--- src/positional_list_engine_assert.svh ---
// Assertion macros for the positional list engine.
// Included by the files that carry concurrent checks; needs no other file.
`ifndef POSITIONAL_LIST_ENGINE_ASSERT_SVH
`define POSITIONAL_LIST_ENGINE_ASSERT_SVH

// Condition holds at every clock edge outside reset.
`define PLE_ASSERT_ALWAYS(label, clk, rst_n, cond) \
    label: assert property (@(posedge clk) disable iff (!rst_n) (cond)) \
        else $error("positional list engine: invariant violated");

// Antecedent in a cycle implies the consequent in the same cycle.
`define PLE_ASSERT_IMPLY(label, clk, rst_n, ante, cons) \
    label: assert property (@(posedge clk) disable iff (!rst_n) (ante) |-> (cons)) \
        else $error("positional list engine: implication violated");

// Antecedent in a cycle implies the consequent in the next cycle.
`define PLE_ASSERT_NEXT(label, clk, rst_n, ante, cons) \
    label: assert property (@(posedge clk) disable iff (!rst_n) (ante) |=> (cons)) \
        else $error("positional list engine: next-cycle check violated");

`endif

--- src/ple_pkg.sv ---
// Shared types and codes for the positional list engine.
// Used by positional_list_engine; depends on nothing.
package ple_pkg;

    // Fixed field widths of the request and result ports
    localparam int unsigned OP_W    = 2;
    localparam int unsigned POS_W   = 7;
    localparam int unsigned VALUE_W = 32;
    localparam int unsigned STAT_W  = 2;
    localparam int unsigned COUNT_W = 7;

    // Request op codes
    localparam logic [OP_W-1:0] OP_READ   = 2'd0;
    localparam logic [OP_W-1:0] OP_INSERT = 2'd1;
    localparam logic [OP_W-1:0] OP_REMOVE = 2'd2;

    // Result status codes
    localparam logic [STAT_W-1:0] ST_OK    = 2'd0;
    localparam logic [STAT_W-1:0] ST_RANGE = 2'd1;
    localparam logic [STAT_W-1:0] ST_FULL  = 2'd2;

    // Sequencer states
    typedef enum logic [4:0] {
        S_IDLE  = 5'b00001,
        S_READ  = 5'b00010,
        S_UP    = 5'b00100,
        S_PLACE = 5'b01000,
        S_DN    = 5'b10000
    } t_state;

endpackage

--- src/positional_list_engine.sv ---
// Positional list engine top level: request sequencer and result register.
// Depends on ple_pkg, ple_store and positional_list_engine_assert.svh.
//
// Usage:
//   A request (op, position, item_value) is taken at a clock edge where start
//   is high and busy is low. Each request yields one result on o_status,
//   o_read_value and o_item_count, valid for exactly one cycle with o_strobe.
//   The receiver cannot stall; results are never held back.
//   Path from accept to strobe:
//     refused request, op 3, insert at the tail : result registered at accept
//     read                                       : via S_READ
//     insert at position p with n entries held   : S_UP, then S_PLACE
//     remove at position p with n entries held   : S_DN shifts entries down
//   The shifting is set by the entry store: one read and one write port,
//   each entry moved goes through the read-then-write shift loop. busy is
//   high while a request is in progress; a new request may be taken in the
//   cycle its result shows.
//   Reset clears the count to zero and the sequencer to idle; the store
//   itself needs no clearing since only entries below the count are read.
`include "positional_list_engine_assert.svh"

module positional_list_engine #(
    parameter int unsigned CAPACITY  = 64,
    parameter int unsigned WORD_BITS = 32
) (
    input  logic                             i_clk,
    input  logic                             i_rst_n,
    input  logic                             start,
    output logic                             busy,
    input  logic [ple_pkg::OP_W-1:0]         i_op,
    input  logic [ple_pkg::POS_W-1:0]        i_position,
    input  logic [ple_pkg::VALUE_W-1:0]      i_item_value,
    output logic                             o_strobe,
    output logic [ple_pkg::STAT_W-1:0]       o_status,
    output logic [ple_pkg::VALUE_W-1:0]      o_read_value,
    output logic [ple_pkg::COUNT_W-1:0]      o_item_count
);

    import ple_pkg::*;

    localparam int unsigned AW   = $clog2(CAPACITY);
    localparam int unsigned CW   = $clog2(CAPACITY + 1);
    localparam int unsigned CMPW = (CW > POS_W) ? CW : POS_W;
    localparam logic [CW-1:0] CAP_CNT = CW'(CAPACITY);

    // Control registers
    t_state               r_state,   n_state;
    logic [CW-1:0]        r_count,   n_count;
    logic [AW-1:0]        r_rd_addr, n_rd_addr;
    logic                 r_strobe,  n_strobe;
    // Payload registers
    logic [AW-1:0]        r_pos,     n_pos;
    logic [WORD_BITS-1:0] r_value,   n_value;
    logic [WORD_BITS-1:0] r_word,    n_word;
    logic [STAT_W-1:0]    r_status,  n_status;
    logic [VALUE_W-1:0]   r_rval,    n_rval;

    // Store port signals
    logic                 mem_we;
    logic [AW-1:0]        mem_waddr;
    logic [WORD_BITS-1:0] mem_wdata;
    logic [AW-1:0]        mem_raddr;
    logic [WORD_BITS-1:0] mem_q;

    logic                 accept;
    logic                 shifting;
    logic [CMPW-1:0]      pos_ext;
    logic [CMPW-1:0]      cnt_ext;
    logic [AW-1:0]        last_addr;
    logic [WORD_BITS-1:0] word_now;

    ple_store #(
        .DEPTH (CAPACITY),
        .WIDTH (WORD_BITS),
        .AW    (AW)
    ) u_store (
        .i_clk   (i_clk),
        .i_we    (mem_we),
        .i_waddr (mem_waddr),
        .i_wdata (mem_wdata),
        .i_raddr (mem_raddr),
        .o_rdata (mem_q)
    );

    assign busy      = (r_state != S_IDLE);
    assign accept    = start && !busy;
    assign shifting  = (r_state == S_UP) || (r_state == S_DN);
    assign pos_ext   = CMPW'(i_position);
    assign cnt_ext   = CMPW'(r_count);
    assign last_addr = AW'(r_count - 1'b1);
    assign word_now  = (r_rd_addr == r_pos) ? mem_q : r_word;

    // Sequencer: range and full checks on accept, then a read or the read-then-write shift loop
    always_comb begin
        n_state   = r_state;
        n_count   = r_count;
        n_rd_addr = r_rd_addr;
        n_strobe  = 1'b0;
        n_pos     = r_pos;
        n_value   = r_value;
        n_word    = r_word;
        n_status  = r_status;
        n_rval    = r_rval;
        mem_we    = 1'b0;
        mem_waddr = r_pos;
        mem_wdata = r_value;
        mem_raddr = r_rd_addr;

        case (r_state)
            S_IDLE: begin
                if (accept) begin
                    n_pos   = AW'(i_position);
                    n_value = WORD_BITS'(i_item_value);
                    n_rval  = '0;
                    case (i_op)
                        OP_READ: begin
                            if (pos_ext >= cnt_ext) begin
                                n_strobe = 1'b1;
                                n_status = ST_RANGE;
                            end else begin
                                mem_raddr = AW'(i_position);
                                n_rd_addr = AW'(i_position);
                                n_state   = S_READ;
                            end
                        end
                        OP_INSERT: begin
                            if (pos_ext > cnt_ext) begin
                                n_strobe = 1'b1;
                                n_status = ST_RANGE;
                            end else if (r_count == CAP_CNT) begin
                                n_strobe = 1'b1;
                                n_status = ST_FULL;
                            end else if (pos_ext == cnt_ext) begin
                                // Append at the tail: no entries to move
                                mem_we    = 1'b1;
                                mem_waddr = AW'(i_position);
                                mem_wdata = WORD_BITS'(i_item_value);
                                n_count   = r_count + 1'b1;
                                n_strobe  = 1'b1;
                                n_status  = ST_OK;
                            end else begin
                                mem_raddr = last_addr;
                                n_rd_addr = last_addr;
                                n_state   = S_UP;
                            end
                        end
                        OP_REMOVE: begin
                            if (pos_ext >= cnt_ext) begin
                                n_strobe = 1'b1;
                                n_status = ST_RANGE;
                            end else begin
                                mem_raddr = AW'(i_position);
                                n_rd_addr = AW'(i_position);
                                n_state   = S_DN;
                            end
                        end
                        default: begin
                            n_strobe = 1'b1;
                            n_status = ST_OK;
                        end
                    endcase
                end
            end

            S_READ: begin
                n_strobe = 1'b1;
                n_status = ST_OK;
                n_rval   = VALUE_W'(mem_q);
                n_state  = S_IDLE;
            end

            // Move entries up, walking down from the tail
            S_UP: begin
                mem_we    = 1'b1;
                mem_waddr = r_rd_addr + 1'b1;
                mem_wdata = mem_q;
                if (r_rd_addr == r_pos) begin
                    n_state = S_PLACE;
                end else begin
                    mem_raddr = r_rd_addr - 1'b1;
                    n_rd_addr = r_rd_addr - 1'b1;
                end
            end

            S_PLACE: begin
                mem_we    = 1'b1;
                mem_waddr = r_pos;
                mem_wdata = r_value;
                n_count   = r_count + 1'b1;
                n_strobe  = 1'b1;
                n_status  = ST_OK;
                n_state   = S_IDLE;
            end

            // Capture the removed word, then move entries down toward it
            S_DN: begin
                if (r_rd_addr == r_pos) begin
                    n_word = mem_q;
                end else begin
                    mem_we    = 1'b1;
                    mem_waddr = r_rd_addr - 1'b1;
                    mem_wdata = mem_q;
                end
                if (r_rd_addr == last_addr) begin
                    n_count  = r_count - 1'b1;
                    n_strobe = 1'b1;
                    n_status = ST_OK;
                    n_rval   = VALUE_W'(word_now);
                    n_state  = S_IDLE;
                end else begin
                    mem_raddr = r_rd_addr + 1'b1;
                    n_rd_addr = r_rd_addr + 1'b1;
                end
            end

            default: begin
                n_state = S_IDLE;
            end
        endcase
    end

    // Control state
    always_ff @(posedge i_clk) begin
        if (!i_rst_n) begin
            r_state   <= S_IDLE;
            r_count   <= '0;
            r_rd_addr <= '0;
            r_strobe  <= 1'b0;
        end else begin
            r_state   <= n_state;
            r_count   <= n_count;
            r_rd_addr <= n_rd_addr;
            r_strobe  <= n_strobe;
        end
    end

    // Request and result payload
    always_ff @(posedge i_clk) begin
        r_pos    <= n_pos;
        r_value  <= n_value;
        r_word   <= n_word;
        r_status <= n_status;
        r_rval   <= n_rval;
    end

    assign o_strobe     = r_strobe;
    assign o_status     = r_status;
    assign o_read_value = r_rval;
    assign o_item_count = COUNT_W'(r_count);

    // Checks
    `PLE_ASSERT_ALWAYS(a_count_bound, i_clk, i_rst_n, r_count <= CAP_CNT)
    `PLE_ASSERT_IMPLY(a_strobe_idle, i_clk, i_rst_n, r_strobe, r_state == S_IDLE)
    `PLE_ASSERT_NEXT(a_accept_progress, i_clk, i_rst_n, accept, r_strobe || busy)
    `PLE_ASSERT_IMPLY(a_shift_addr, i_clk, i_rst_n, shifting, CW'(r_rd_addr) < r_count)

endmodule

--- src/ple_store.sv ---
// Entry store: single write port, single read port, registered read data.
// Standalone; instantiated by positional_list_engine.
module ple_store #(
    parameter int unsigned DEPTH = 64,
    parameter int unsigned WIDTH = 32,
    parameter int unsigned AW    = 6
) (
    input  logic             i_clk,
    input  logic             i_we,
    input  logic [AW-1:0]    i_waddr,
    input  logic [WIDTH-1:0] i_wdata,
    input  logic [AW-1:0]    i_raddr,
    output logic [WIDTH-1:0] o_rdata
);

    logic [WIDTH-1:0] r_mem [DEPTH];
    logic [WIDTH-1:0] r_rdata;

    // Write port
    always_ff @(posedge i_clk) begin
        if (i_we) begin
            r_mem[i_waddr] <= i_wdata;
        end
    end

    // Read port, registered read data
    always_ff @(posedge i_clk) begin
        r_rdata <= r_mem[i_raddr];
    end

    assign o_rdata = r_rdata;

endmodule
--- config.mk ---
export PLATFORM = sky130hd
export DESIGN_NAME = positional_list_engine
export DESIGN_NICKNAME = d
export VERILOG_FILES = /design/src/ple_pkg.sv /design/src/positional_list_engine.sv /design/src/ple_store.sv
export VERILOG_INCLUDE_DIRS = /design/src /design/src/src
export SDC_FILE = /design/constraint.sdc
export NUM_CORES = 2
export LEC_CHECK = 0
export ABC_AREA = 1
export BUFFER_PORTS_ARGS = -buffer_cell sky130_fd_sc_hd__clkbuf_2
export CORE_ASPECT_RATIO = 0.5
export CORE_UTILIZATION = 45
export CTS_CLUSTER_SIZE = 14
export DETAILED_ROUTE_END_ITERATION = 10
export PLACE_DENSITY = 0.58
export SLEW_MARGIN = 0
export SYNTH_ARGS = -nofsm -noshare
export SYNTH_HDL_FRONTEND = slang
export SYNTH_SLANG_ARGS = --single-unit
--- constraint.sdc ---
create_clock -name i_clk -period 5.75 [get_ports i_clk]
set_clock_uncertainty 0.2 [all_clocks]
set_input_delay 1.15 -clock i_clk [delete_from_list [all_inputs] [get_ports i_clk]]
set_output_delay 1.15 -clock i_clk [all_outputs]
set_load 0.005 [all_outputs]
==> impl_metrics.json <==
{
  "final_area_sq_um": 110000,
  "whs_path_depth": 1,
  "grt_max_degree": 125,
  "wl_um": 307000,
  "pwr-share-comb": 0.363,
  "grt_overflow": 0,
  "clock_latency_ns": 0.86,
  "yosys.area.top_type": "edfxtp_1",
  "core_sq_um": 215000,
  "cts.htree.levels": 4,
  "syn-cell-area_sq_um": 97500,
  "holdCritPathClass": "in2reg",
  "crit_path_max_fanout": 40,
  "die_x_um": 660,
  "critPathKind": "reg2reg",
  "worst-r2r-setup-slack_ns": 0.72,
  "wl_per_cell_um": 25.6,
  "first_pass_iters": 6,
  "synthCells": 8869,
  "yosys.cell_types.count": 41,
  "cts_resized": 0,
  "numCtsBuffers": 209,
  "synth.yosys.seq_area_share": 0.673,
  "min_to": "r_value[8]",
  "final_common_cell": "nand3_1",
  "antenna_found_initial": 18,
  "pwr_density_cell_nw_per_um2": 458,
  "multi_input_area_sq_um": 25200,
  "placedCellCount": 11586,
  "r2r_cells": 20,
  "rows": 120,
  "irDropWorstVdd_v": 0.000335,
  "p_switching_mw": 20.0,
  "sw_frac_of_total": 0.396,
  "crit_cells": 20,
  "seqPwrFrac": 0.379,
  "grt_pass1_wl_um": 443000,
  "place_congestion": 0.903,
  "fin_ws_ns": 0.724,
  "place_hpwl_um": 176000,
  "pre_cts_ws_ns": 0.376,
  "ys_async_sr_fraction": 0,
  "power_mw": 50.5,
  "slowest_delay_ns": 0.57,
  "cts_root_buf": "clkbuf_16",
  "die_area_sq_um": 219000,
  "nFillCells": 18738,
  "grtUsageTotal": 0.274,
  "cts_tree": "built",
  "cp_num_buf_inv": 4,
  "crit_chain": "inv_2 -> ha_1 -> inv_1 -> nand2_1 -> nand2_1 -> nand2_1 -> nand2_1 -> nand2_1 -> nor2_1 -> nand3_1 -> nand2_1 -> nor2_1 -> a211oi_1 -> nand2_4 -> inv_6 -> buf_12 -> nand3_1 -> nand3_1 -> nand3_1 -> nand2_1",
  "area_delta_synth_final_pct": 13.1,
  "yosysWarnings": 0,
  "initial_core_util": 0.454,
  "outcome": "completed",
  "io_buffers": 86,
  "hold_viol_final": 0,
  "required_ns": 6.31,
  "crit_path_end_kind": "flop",
  "setup_violations": 0,
  "drive_gt1_frac": 0.0923,
  "crit_family": "simple AND/OR/NAND/NOR gates",
  "drv_slew": 0,
  "cpMaxStageDelayCell": "dfxtp_1",
  "yosys.area.top_type_share": 0.663,
  "regArea_sq_um": 65600,
  "hold_buffers": 0,
  "reg2reg_from": "o_item_count[0]",
  "cp_common_cell": "nand2_1",
  "tightest_slew_ns": 1.12,
  "synth-seq-cells": 2203,
  "postCtsSetupBuffers": 0,
  "final_cell_mix": "2,218 x nand3_1, 2,152 x edfxtp_1, 1,473 x nand2_1, 1,250 x inv_1, 766 x nand3b_1",
  "synth_fp_nets": 8930,
  "r2r-end": "u_store.o_rdata[7]",
  "postRouteAntennaNets": 0,
  "relSlewSlack": 0.255,
  "p_leak_nw": 42.8,
  "rsz0062_at_grt": "no",
  "vias": 68410,
  "routed_via_density": 5.72,
  "clkPwrFrac": 0.257,
  "synth_edf_count": 2152,
  "critPathLaunch": "o_item_count[0]",
  "cap_violations": 0,
  "yosys-top-cells-area": "edfxtp_1 66%, nand3_1 12%, nand3b_1 5.9%",
  "postPlaceCellArea_sq_um": 104000,
  "clock_sinks": 2203,
  "final_nets": 8991,
  "max_freq_mhz": 199,
  "path_clk_slew_ns": 0.06,
  "start_kind": "flop",
  "fin_crit_sh": 0.874,
  "ioPinCount": 87,
  "worstPathArrival_ns": 5.59,
  "clockBufferDepth": 4,
  "avgSynthCellArea_sq_um": 11.0,
  "drt-initial-drc-count": 9668,
  "fin_tns_setup_ns": 0,
  "grt_pass1_vias": 63710,
  "final_cell_count_no_fill": 11960,
  "synth-main-ff-cell": "edfxtp_1",
  "min_from": "i_item_value[8]",
  "remaining_drc_errors": 0,
  "power.internal_mw": 30.5,
  "die_h_um": 331,
  "fin_crit_ns": 5.03
}
worst register-to-register path, stage by stage, from the launching register on:
cell	delay, ns
dfxtp_1	0.57
inv_2	0.18
ha_1	0.31
inv_1	0.07
nand2_1	0.06
nand2_1	0.16
nand2_1	0.07
nand2_1	0.08
nand2_1	0.06
nor2_1	0.10
nand3_1	0.15
nand2_1	0.28
nor2_1	0.07
a211oi_1	0.48
nand2_4	0.29
inv_6	0.26
buf_12	0.31
nand3_1	0.30
nand3_1	0.22
nand3_1	0.45
nand2_1	0.30
state kept, by name (all words and copies together), names as in the netlist:
register and cells:
r_value 32, r_rd_addr 6, o_item_count 7, r_pos 6, u_store.o_rdata 32, r_state 5, r_word 32, o_status 2
o_read_value 32, o_strobe 1, u_store.r_mem 2048
routing by layer:
metal	up-vias	GRT usage	routed length (um)
li1	30610	-	-
met1	34010	0.417	134000
met2	3332	0.406	134000
met3	454	0.0493	31700
met4	4	0.0673	7320
met5	-	0	29
layout make-up:
type | count | share of cell area
sequential | 2203 | 0.595
timing repair buffer | 441 | 0.0453
antenna | 7 | 0.000159
tap | 2867 | 0.0325
clock inverter | 89 | 0.00478
multi-input combinational | 4812 | 0.228
inverter | 1263 | 0.0431
clock buffer | 278 | 0.0508
kinds of logic (layout without fill, tap and decap cells):
family | after synthesis | count (layout) | synth area share
flip-flops | 2203 | 2203 | 0.673
AO/OA/AOI/OAI | 138 | 138 | 0.00795
other | 0 | 7 | 0
XOR/XNOR | 13 | 13 | 0.00117
adder cells (fa/ha/maj) | 17 | 17 | 0.00218
buffers and inverters | 1854 | 2071 | 0.0777
AND/OR/NAND/NOR | 4644 | 4644 | 0.238
how the worst max path moves through the flow:
stage,to,slack (ns)
after floorplan,u_store.r_mem[50][0],0.73
after global placement,u_store.o_rdata[6],0.33
after detailed placement,u_store.o_rdata[7],0.38
after CTS,u_store.o_rdata[7],0.85
after global routing,u_store.o_rdata[7],0.52
final,u_store.o_rdata[7],0.72
synth_stat cells, types with 2 or more instances:
cell and instances:
nand4_1 7, a31oi_1 2, nor2_1 122, nor2_2 2
dfxtp_1 51, nand3_2 3, edfxtp_1 2152, nand3b_1 766
a211oi_1 8, o21ai_1 5, o211ai_1 7, nor4_1 3
xor2_1 11, o21ai_0 87, nand2_1 1475, o21a_1 4
nand3_1 2251, buf_4 38, inv_2 9, nor3_1 7
a21oi_1 17, clkbuf_1 204, buf_2 297, inv_1 1253
buf_6 6, o2111ai_1 4, nand2_2 3, ha_1 17
buf_8 5, buf_1 41, xnor2_1 2
power by group through the flow:
stage          Combinational, mW  Sequential (mW)  Clock, mW
2_1_floorplan               10.9             19.0          0
3_3_place_gp                18.0             19.4          0
3_5_place_dp                18.1             19.4          0
4_1_cts                     18.1             19.1       13.1
5_1_grt                     19.7             19.1       13.7
6_report                    18.3             19.1       13.0
through the flow:
stage,hold slack (ns),utilization
6_report,0.300,0.514
5_1_grt,0.259,0.514
4_1_cts,0.241,0.514
3_5_place_dp,0.355,0.485
3_3_place_gp,0.342,0.485
2_1_floorplan,0.291,-
(Power assumes the default switching activity.)
